==> src/sv/amx_pkg.sv <==
`timescale 1ns / 1ps
// amx_pkg: shared types, micro-op codes and helpers for the micro-op execute unit
// depends on nothing

package amx_pkg;

    localparam int MEM_WORDS     = 4096;
    localparam int MEM_AW        = $clog2(MEM_WORDS);
    localparam int TEMP_COUNT    = 8;
    localparam int MAX_BLOCK_OPS = 256;
    localparam int OPCNT_W       = $clog2(MAX_BLOCK_OPS + 1);
    localparam logic [8:0] RETIRE_MAX = 9'd511;

    localparam logic [5:0] K_NOP   = 6'd0;
    localparam logic [5:0] K_MOV   = 6'd1;
    localparam logic [5:0] K_LI    = 6'd2;
    localparam logic [5:0] K_ADD   = 6'd3;
    localparam logic [5:0] K_SUB   = 6'd4;
    localparam logic [5:0] K_RSB   = 6'd5;
    localparam logic [5:0] K_ADC   = 6'd6;
    localparam logic [5:0] K_SBC   = 6'd7;
    localparam logic [5:0] K_RSC   = 6'd8;
    localparam logic [5:0] K_MUL   = 6'd9;
    localparam logic [5:0] K_MLA   = 6'd10;
    localparam logic [5:0] K_AND   = 6'd11;
    localparam logic [5:0] K_ORR   = 6'd12;
    localparam logic [5:0] K_EOR   = 6'd13;
    localparam logic [5:0] K_BIC   = 6'd14;
    localparam logic [5:0] K_MVN   = 6'd15;
    localparam logic [5:0] K_LSL   = 6'd16;
    localparam logic [5:0] K_LSR   = 6'd17;
    localparam logic [5:0] K_ASR   = 6'd18;
    localparam logic [5:0] K_ROR   = 6'd19;
    localparam logic [5:0] K_FNZ   = 6'd20;
    localparam logic [5:0] K_FADD  = 6'd21;
    localparam logic [5:0] K_FSUB  = 6'd22;
    localparam logic [5:0] K_LD32  = 6'd23;
    localparam logic [5:0] K_LD16  = 6'd24;
    localparam logic [5:0] K_LD8   = 6'd25;
    localparam logic [5:0] K_ST32  = 6'd26;
    localparam logic [5:0] K_ST16  = 6'd27;
    localparam logic [5:0] K_ST8   = 6'd28;
    localparam logic [5:0] K_B     = 6'd29;
    localparam logic [5:0] K_BCOND = 6'd30;
    localparam logic [5:0] K_SYNC  = 6'd31;
    localparam logic [5:0] K_FALLBACK = 6'd32;

    localparam logic [4:0] SEL_PC    = 5'd15;
    localparam logic [4:0] SEL_CPSR  = 5'd16;
    localparam logic [4:0] SEL_TMP0  = 5'd17;
    localparam logic [4:0] SEL_CONST = 5'd25;

    localparam logic [2:0] OUT_EXEC  = 3'd0;
    localparam logic [2:0] OUT_SKIP  = 3'd1;
    localparam logic [2:0] OUT_BR    = 3'd2;
    localparam logic [2:0] OUT_FB    = 3'd3;
    localparam logic [2:0] OUT_END   = 3'd4;
    localparam logic [2:0] OUT_IGN   = 3'd5;

    typedef struct packed {
        logic [5:0]  kind;
        logic        dead;
        logic [4:0]  dst;
        logic [4:0]  src1;
        logic [4:0]  src2;
        logic [31:0] imm;
        logic [3:0]  cond;
        logic        no_cond;
        logic [31:0] instr_addr;
        logic        block_start;
        logic        block_end;
    } t_in_item;

    typedef struct packed {
        logic [31:0] pc_value;
        logic [31:0] status_word;
        logic [31:0] written_value;
        logic [2:0]  outcome;
        logic [8:0]  retired_count;
    } t_out_item;

    typedef enum logic [2:0] {
        CLS_PLAIN,
        CLS_LOAD,
        CLS_STORE,
        CLS_BRANCH,
        CLS_EXIT
    } t_op_class;

    typedef struct packed {
        t_in_item  item;
        t_op_class cls;
    } t_q_entry;

    typedef logic [15:0][31:0] t_rf;
    typedef logic [TEMP_COUNT-1:0][31:0] t_tf;

    function automatic logic cond_ok(input logic [31:0] cpsr, input logic [3:0] cc);
        logic n, z, c, v, r;
        n = cpsr[31];
        z = cpsr[30];
        c = cpsr[29];
        v = cpsr[28];
        case (cc)
            4'd0:    r = z;
            4'd1:    r = !z;
            4'd2:    r = c;
            4'd3:    r = !c;
            4'd4:    r = n;
            4'd5:    r = !n;
            4'd6:    r = v;
            4'd7:    r = !v;
            4'd8:    r = c && !z;
            4'd9:    r = !c || z;
            4'd10:   r = (n == v);
            4'd11:   r = (n != v);
            4'd12:   r = !z && (n == v);
            4'd13:   r = z || (n != v);
            default: r = 1'b1;
        endcase
        return r;
    endfunction

    function automatic logic [8:0] bump(input logic [8:0] v);
        return (v == RETIRE_MAX) ? v : v + 9'd1;
    endfunction

endpackage

==> src/sv/amx_front.sv <==
`timescale 1ns / 1ps
// amx_front: accepts micro-ops, classifies them and queues them for the back end
// depends on amx_pkg

module amx_front (
    input  logic              i_clk,
    input  logic              i_rst_n,
    input  logic              i_in_valid,
    output logic              o_in_ready,
    input  amx_pkg::t_in_item i_in_item,
    output logic              o_q_valid,
    input  logic              i_q_pop,
    output amx_pkg::t_q_entry o_q_entry
);
    import amx_pkg::*;

    t_q_entry  r_q [2];
    logic      r_wp, r_rp;
    logic [1:0] r_cnt;
    t_op_class w_cls;
    logic      w_push, w_pop;

    always_comb begin
        if (i_in_item.kind == K_LD32 || i_in_item.kind == K_LD16 || i_in_item.kind == K_LD8) begin
            w_cls = CLS_LOAD;
        end else if (i_in_item.kind == K_ST32 || i_in_item.kind == K_ST16 ||
                     i_in_item.kind == K_ST8) begin
            w_cls = CLS_STORE;
        end else if (i_in_item.kind == K_B || i_in_item.kind == K_BCOND) begin
            w_cls = CLS_BRANCH;
        end else if (i_in_item.kind > K_SYNC) begin
            w_cls = CLS_EXIT;
        end else begin
            w_cls = CLS_PLAIN;
        end
    end

    assign o_in_ready = (r_cnt != 2'd2);
    assign o_q_valid  = (r_cnt != 2'd0);
    assign o_q_entry  = r_q[r_rp];
    assign w_push     = i_in_valid && o_in_ready;
    assign w_pop      = i_q_pop && o_q_valid;

    always_ff @(posedge i_clk) begin
        if (w_push) begin
            r_q[r_wp] <= '{item: i_in_item, cls: w_cls};
        end
        if (!i_rst_n) begin
            r_wp  <= 1'b0;
            r_rp  <= 1'b0;
            r_cnt <= 2'd0;
        end else begin
            if (w_push) r_wp <= !r_wp;
            if (w_pop) r_rp <= !r_rp;
            r_cnt <= r_cnt + {1'b0, w_push} - {1'b0, w_pop};
        end
    end

endmodule

==> config.mk <==
export PLATFORM = sky130hd
export DESIGN_NAME = amx_front
export DESIGN_NICKNAME = d
export VERILOG_FILES = /design/src/sv/amx_pkg.sv /design/src/sv/amx_front.sv
export SDC_FILE = /design/constraint.sdc
export NUM_CORES = 1
export LEC_CHECK = 0
export ABC_CLOCK_PERIOD_IN_PS = 7550
export BUFFER_PORTS_ARGS = -buffer_cell sky130_fd_sc_hd__buf_4
export CAP_MARGIN = 20
export CORE_ASPECT_RATIO = 1.4
export CORE_MARGIN = 8
export CORE_UTILIZATION = 52
export CTS_CLUSTER_SIZE = 8
export DETAILED_ROUTE_END_ITERATION = 10
export HOLD_SLACK_MARGIN = 0.06
export PLACE_DENSITY = 0.76
export SKIP_LAST_GASP = 1
export SLEW_MARGIN = 25
export SYNTH_ARGS = -nofsm -noshare
export SYNTH_HDL_FRONTEND = slang
export SYNTH_SLANG_ARGS = --single-unit
==> constraint.sdc <==
create_clock -name i_clk -period 7.55 [get_ports i_clk]
set_clock_uncertainty 0.1 [all_clocks]
set_input_delay 0.755 -clock i_clk [delete_from_list [all_inputs] [get_ports i_clk]]
set_output_delay 0.755 -clock i_clk [all_outputs]
set_load 0.05 [all_outputs]
; ---- After elaboration in Yosys (flattened, before gate mapping)
; Memories as Yosys holds them, arrays and structs flattened. A register that Yosys moved wholly into a read port is not among the register bits.
; Index checks and enable logic that the tools add are counted.
[totals]
ff_bits = 4
latch_bits = 0
ramBits = 192
romBits = 0
input_bits = 97
out_inout_bits = 98
word_cells = 34
memories = 1
[classes]
n_addsub = 2
mul = 0
div_mod_pow = 0
magnitude_cmp = 1
eq_ne = 9
n_shift = 0
muxes = 8
bitwise = 0
n_reduce_logical = 10
[mem_list]
columns = name, depth, width, rd, rd_ports_with_merged_regs, wr, line_no
row1 = r_q, 2, 96, 1, 1, 1, amx_front.sv:17  ; t_q_entry r_q [2];
[op_table]
columns = operator, count
row1 = 6-bit by 5-bit equality test with 1-bit output (second input constant), 8
row2 = 3-bit 2-to-1 mux, 4
row3 = 6-bit by 5-bit greater-than comparator with 1-bit output (second input constant), 1
row4 = 1-bit logical OR, 5
row5 = 1-bit 2-to-1 mux, 4
row6 = 2-bit by 1-bit adder with 2-bit output, 1
row7 = 1-bit logical AND, 2
row8 = 1-bit logical NOT, 2
row9 = 2-bit != test (second input constant), 1
row10 = 2-bit nonzero test, 1
row11 = 2-bit by 1-bit subtractor with 2-bit output, 1

; ---- Longest topological paths before layout
; Gate-level depths: netlist of the first run.
[logic_depth]
depth_word = 5
ltp_mapped = 8
depth_no_buf = 8

; ---- Worst setup path after synthesis of the first run
; No wires, ideal clock.
[synth_timing]
kind = flip-flop to flip-flop
from = register r_cnt[0]
to = memory r_q[0][0] in the netlist's numbering, enable pin
setup_time_ns = 0.552
arrival_time_ns = 5.029
required_ns = 6.898
slack_ns = 1.869
path_stages_with_launch = 4
path_buffers = 0
period_less_slack_ns = 5.681
path_cell_list = dfxtp_1 -> nand2b_1 -> nand2_1 -> nor2_1
[synth_via]
elab_chain_len = 4
[synth_lines]
columns = element, line_no
row1 = from (decl), amx_front.sv:19  ; logic [1:0] r_cnt;
row2 = from (signal assigned), amx_front.sv:55  ; r_cnt <= r_cnt + {1'b0, w_push} - {1'b0, w_pop};
row3 = 2-bit != test, amx_front.sv:38  ; assign o_in_ready = (r_cnt != 2'd2);
row4 = named net o_in_ready, amx_front.sv:9  ; output logic o_in_ready,
row5 = 1-bit logical AND, amx_front.sv:41  ; assign w_push = i_in_valid && o_in_ready;
row6 = 1-bit 2-to-1 mux, amx_front.sv:45  ; if (w_push) begin
row7 = 1-bit 2-to-1 mux (not written as such), amx_front.sv:46  ; r_q[r_wp] <= '{item: i_in_item, cls: w_cls};
row8 = to (decl), amx_front.sv:17
; The timed path passes the listed nets, and every way through them passes these cells.

==> flow_summary.toml, run 1 <==
[critical_path]
flop2flop_setup_slack_ns = 4.90
worstPathMaxFanout = 58
path_class = "register to output port"
cell_occurring_most_often_along_the_worst_timing_path = "sky130_fd_sc_hd__buf_4"
setup.worst_path.start_class = "register"
worstSetupEndpointType = "output port"
timing.critical_path.max_delay_family = "buffers and inverters"
cp.required_ns = 6.69
path_cells = "buf_4 -> mux2_2 -> buf_4"
cp_slowest_stage_delay_ns = 0.80
critical-path-slowest-cell = "sky130_fd_sc_hd__buf_4"
worstPathBufferInverterCount = 2
crit_arrival_ns = 2.62

[routing]
wirelength_um = 14400
drc = 0
drt-vias-per-instance = 4.96
ant_nets = 0
dr.first_iter.drc_count = 127
detail_route.wl_per_cell_um = 19.5
detail_route.first_pass.iterations = 4
num_vias = 3651

[worst_hold_path]
hold_class = "input pin to register"

[sta]
timing.hold.ws_ns = 0.417
slew_viol_final = 0
period_share = 0.460
fmaxAchievable_mhz = 288
grt_setup_unrepaired = "false"
min_clock_period_post_route_ns = 3.47
tightest_slew_ns = 0.902
timing.slew.headroom = 0.399
final_hold_violating_endpoints = 0
setup_viol = 0
post-route-worst-setup-slack_ns = 4.08
finalSetupTns_ns = 0

[clock_network]
cts_tree = "done"
ctsLongestPathBuffers = 2
clock_latency_ns = 0.42
root_buffer = "sky130_fd_sc_hd__clkbuf_16"
cts_resized = 0
clk_pin_slew_ns = 0.07
cts_setup_buffers = 0
hold_buffer_count_at_cts = 0
cts_sinks = 197
h_tree_lvls = 4
cts_buffers = 17

[power]
finalPower_uw = 3670
power.share.clock = 0.249
total_power_divided_by_cell_area_nw_per_um2 = 380
power.switching_fraction = 0.361
power.sequential.fraction = 0.392
p_int_uw = 2340
net-switching-power_uw = 1330
leakage_uw = 0.00367
share_comb_of_total_power = 0.358
max-vdd-ir-drop_uv = 243

[yosys]
ys_types = 27
seq_area_frac_synth = 0.790
yosys_warnings = 0
postSynthRegisterBits = 197
mappedNetlistArea_um2 = 7420
synth.net_count = 432
postSynthAreaPerCell_um2 = 22.3
syn_inst = 333

[grt]
largest_net_degree_at_the_start_of_global_routing = 92
gr-max-usage-layer = "met2"
gr-usage-met1 = 0.159
grt_use_total = 0.158
grt_overflow_total = 0
grt_pass1_vias = 4014
grtUsageMet2 = 0.287
globalRouteMet3Util = 0.0502
grt_pass1_wl_um = 21300
antenna_found_initial = 1

[cells_and_area]
area_delta_synth_final_pct = 30.1
finalNetCount = 637
antenna_cells_inserted = 0
final_cell_count_no_fill = 736
layout.cells.most_common_list = "sky130_fd_sc_hd__buf_4, sky130_fd_sc_hd__edfxtp_1, sky130_fd_sc_hd__mux2_2"
drive_above_1_share = 0.597
most_common_cell_after_layout_fill_and_taps_aside = "sky130_fd_sc_hd__buf_4"

[placed_design]
place_ws_ns = 4.47
gp_congestion = 0.703
number_of_port_buffers = 194
detailedPlacementHpwl_um = 10000
numPlacedInstances = 704

[floorplanning]
initial_utilization = 0.534
core-area_um2 = 13900
num_rows = 51
total_die_area_um2 = 18400
die_w_um = 117
die_height_um = 157
num_io_pins = 195

[run]
max_cap_violation_count = 0

[outcome]
status = "finished, final reports clean"
==> area by class of cell <==
class | instances | area [µm²]
sequential | 197 | 5870
tap | 185 | 231
inverter | 1 | 3.75
clock buffer | 17 | 425
fill | 937 | 4250
clock inverter | 15 | 190
timing repair buffer | 198 | 1510
multi-input combinational | 123 | 1430
==> per-layer routing <==
metal | vias to the layer above | wire [µm]
met5 | - | 13
met4 | 2 | 316
met3 | 25 | 893
met2 | 112 | 8030
met1 | 1792 | 5090
li1 | 1720 | -
==> power groups by stage <==
| stage | registers [µW] | clock network [µW] | logic (µW) |
|---|---|---|---|
| floorplan | 1440 | 0 | 1020 |
| global placement | 1460 | 0 | 1310 |
| detailed placement | 1470 | 0 | 1330 |
| CTS | 1440 | 936 | 1340 |
| global route | 1450 | 976 | 1370 |
| finish | 1440 | 915 | 1320 |
==> registers in the layout (all words and copies together), names as in the netlist, named ones only <==
signal,cells
r_rp,1
r_q,192
r_wp,1
r_cnt,2
==> final timing paths <==
| path | startpoint | end | depth (start not counted) |
|---|---|---|---|
| setup / recovery | register | o_q_entry[52] | 3 |
| hold / removal | i_in_item[75] | r_q[1][78] | 1 |
| setup reg to reg | r_cnt[0] | r_q[0][57] | 5 |
| hold reg to reg | r_rp | r_rp | 2 |
==> synth_stat cells, drive strengths merged <==
cell | n | area (µm²)
nor2 | 2 | 7.51
inv | 1 | 3.75
ha | 2 | 25.0
nor3b | 1 | 7.51
buf | 11 | 131
and2 | 2 | 12.5
o21a | 1 | 7.51
xor2 | 1 | 8.76
a32oi | 1 | 8.76
nand2b | 3 | 18.8
edfxtp | 192 | 5770
dfxtp | 5 | 100
nand3 | 1 | 5.00
nand3b | 1 | 7.51
mux2 | 96 | 1230
and3 | 1 | 6.26
or2 | 1 | 6.26
clkbuf | 1 | 3.75
o21ai | 1 | 5.00
nand2 | 2 | 7.51
xnor2 | 3 | 26.3
mux2i | 1 | 10.0
nor2b | 3 | 18.8
==> logic make-up (layout without fill, tap and decap cells) <==
logic type                 Yosys count  in the layout  synth area share
adders and majority gates            2              2           0.00337
xor gates and xnor gates             4              4           0.00472
muxes                               97             97             0.167
and+or+nand+nor                     17             17            0.0131
buffers and inverters               13            231            0.0187
DFF                                197            197             0.790
AOI/OAI and AO/OA                    3              3           0.00286
==> stage by stage <==
step	instance area, µm²	utilization
5_1_grt	9660	0.695
2_1_floorplan	7420	-
3_3_place_gp	9020	0.648
4_1_cts	9660	0.695
6_report	9660	0.695
3_5_place_dp	9050	0.650
Note: power is estimated with default switching activity, not from simulation.
==> run 2, diff against run 1 <==
Settings changed: ABC_AREA from default to 1, ABC_CLOCK_PERIOD_IN_PS 7550 to 3500.
Clock period 7.55 ns to 3.5 ns, I/O delays scaled along.
==> run 2 against run 1 <==
Compared with the run above: critical path depth did not move; worst hold slack got worse by 0.25 ns; flip-flop and latch count did not move; power rose by 120%; sequential share of layout area fell by 5.3 points; sequential power rose by 120%; core utilization rose by 4.9 points; routed wire length rose by 15%; die area rose by 0.43%; global-route usage rose by 2.2 points; worst setup slack got worse by 3.1 ns; synthesized cell count rose by 7.5%; critical path type unchanged.
==> flow_summary.toml, run 2 <==
[worst_hold_path]
hold-path-cell-count = 4
hold_class = "input pin to register"

[power]
leakage_uw = 0.00412
total_power_divided_by_cell_area_nw_per_um2 = 752
finalPower_uw = 7960
max-vdd-ir-drop_uv = 936

[yosys]
netlist.area_leader.share = 0.773
yosys_warnings = 0
postSynthRegisterBits = 197
syn_inst = 358
ys_types = 16
cell_taking_the_most_area_after_synthesis = "sky130_fd_sc_hd__edfxtp_1"
synth_flop_cell = "sky130_fd_sc_hd__edfxtp_1"
commonest_cells_in_the_netlist = "sky130_fd_sc_hd__edfxtp_1, sky130_fd_sc_hd__mux2_2, sky130_fd_sc_hd__mux2_4"
mappedNetlistArea_um2 = 7460
seq_area_frac_synth = 0.786
synth.net_count = 457
synth_enable_flop_cells = 192
synthMostInstantiatedCell = "sky130_fd_sc_hd__edfxtp_1"
synth_async_sr_flop_share = 0
synth.top_cells.by_area = "sky130_fd_sc_hd__edfxtp_1, sky130_fd_sc_hd__mux2_2, sky130_fd_sc_hd__mux2_4"
postSynthAreaPerCell_um2 = 20.8

[routing]
met2_wire_len_um = 9240
dr.first_iter.drc_count = 210
top_layer_used = "met4"
detail_route.first_pass.iterations = 5
wirelength_met1_um = 5800
wirelength_um = 16500
ant_nets = 0
drc = 0
met3WireLength_um = 1140
detail_route.wl_per_cell_um = 19.1
drt-vias-per-instance = 4.89
num_vias = 4211

[sta]
timing.slew.headroom = 0.554
tightest_slew_ns = 0.669
timing.hold.ws_ns = 0.166
fmaxAchievable_mhz = 389
finalSetupTns_ns = 0
period_share = 0.734
final_hold_violating_endpoints = 0
grt_setup_unrepaired = "false"
setup_viol = 0
slew_viol_final = 0
min_clock_period_post_route_ns = 2.57

[grt]
antenna_found_initial = 1
grt_pass1_vias = 4708
grt_overflow_total = 0
largest_net_degree_at_the_start_of_global_routing = 50
grt_use_total = 0.180
grt_pass1_wl_um = 24700

[clock_network]
ctsLongestPathBuffers = 2
cts_tree = "done"
h_tree_lvls = 4
cts_buffers = 17
cts_sinks = 197
clock_latency_ns = 0.41
root_buffer = "sky130_fd_sc_hd__clkbuf_16"
clk_pin_slew_ns = 0.07
cts_setup_buffers = 0

[cells_and_area]
area_delta_synth_final_pct = 41.9
largest_register_ff_count = 192
largest_register = "r_q"
layout.cells.most_common_list = "sky130_fd_sc_hd__buf_4, sky130_fd_sc_hd__edfxtp_1, sky130_fd_sc_hd__dlygate4sd3_1"
finish.instance_area_um2 = 10600
most_common_cell_after_layout_fill_and_taps_aside = "sky130_fd_sc_hd__buf_4"
finalNetCount = 758
drive_above_1_share = 0.490
largestRegisters = "r_q x192, r_cnt x2"

[critical_path]
setup.worst_path.start_class = "register"
path_class = "register to output port"
critical-path-slowest-cell = "sky130_fd_sc_hd__dfxtp_4"
worstSetupEndpointType = "output port"
cell_occurring_most_often_along_the_worst_timing_path = "sky130_fd_sc_hd__buf_4"
worstPathMaxFanout = 33
cp_slowest_stage_delay_ns = 0.68
crit_arrival_ns = 2.12
path_cells = "buf_4 -> mux2_2 -> buf_4"
r2r_cells = 5
cp.required_ns = 3.05

[floorplanning]
num_rows = 52
num_io_pins = 195
initial_utilization = 0.524
die_height_um = 158
die_w_um = 117
core-area_um2 = 14200
total_die_area_um2 = 18500

[placed_design]
number_of_port_buffers = 194
detailedPlacementHpwl_um = 10500
gp_congestion = 0.730
placed_cell_area_um2 = 9090

[run]
max_cap_violation_count = 0

[outcome]
status = "finished, final reports clean"
run 2: final timing paths:
check,start,to,slack [ns]
min reg2reg,r_rp,r_rp,0.46
max,register,o_q_entry[52],0.93
min,i_q_pop,r_rp,0.17
max reg2reg,r_cnt[0],r_q[1][27],1.33
run 2: cell type report:
class	count	area, µm²
inverter	12	47.5
clock buffer	19	433
tap	189	236
sequential	197	5870
multi-input combinational	137	1420
fill	827	3660
antenna	1	2.50
timing repair buffer	294	2450
clock inverter	13	123
run 2: layer usage:
metal  vias to the layer above  track usage
met5                         -            0
met1                      2074        0.189
met3                        17       0.0550
met2                       148        0.330
met4                         0       0.0581
li1                       1972            -
run 2: power by group:
group / internal (µW) / switching, µW / total (µW)
Clock: 994 / 844 / 1840
Sequential: 3000 / 140 / 3140
Combinational: 1050 / 1940 / 2990
run 2: logic make-up after synthesis:
family                     count (synthesis)  synth area share
DFF                                      197             0.786
muxes                                     96             0.165
and+or+nand+nor                           37            0.0200
buffers and inverters                     24            0.0241
AOI/OAI and AO/OA                          2           0.00134
adders and majority gates                  2           0.00335
run 2: worst max-delay path: cells and delay by family, from the launching register on:
family                 cells  cell delay (ns)
DFF                        1             0.68
muxes                      1             0.38
buffers and inverters      2             0.63
run 2: what timing repair did:
action                    CTS  global route
hold buffers               94             0
resized for setup           0             0
hold endpoints to repair  189             0
run 2: stage by stage:
step	std cells	util	setup WS, ns
after detailed placement	735	0.638	1.34
after floorplan	358	-	0.126
after CTS	861	0.743	0.885
after global placement	735	0.638	1.37
after global routing	862	0.743	0.839
final	862	0.743	0.932
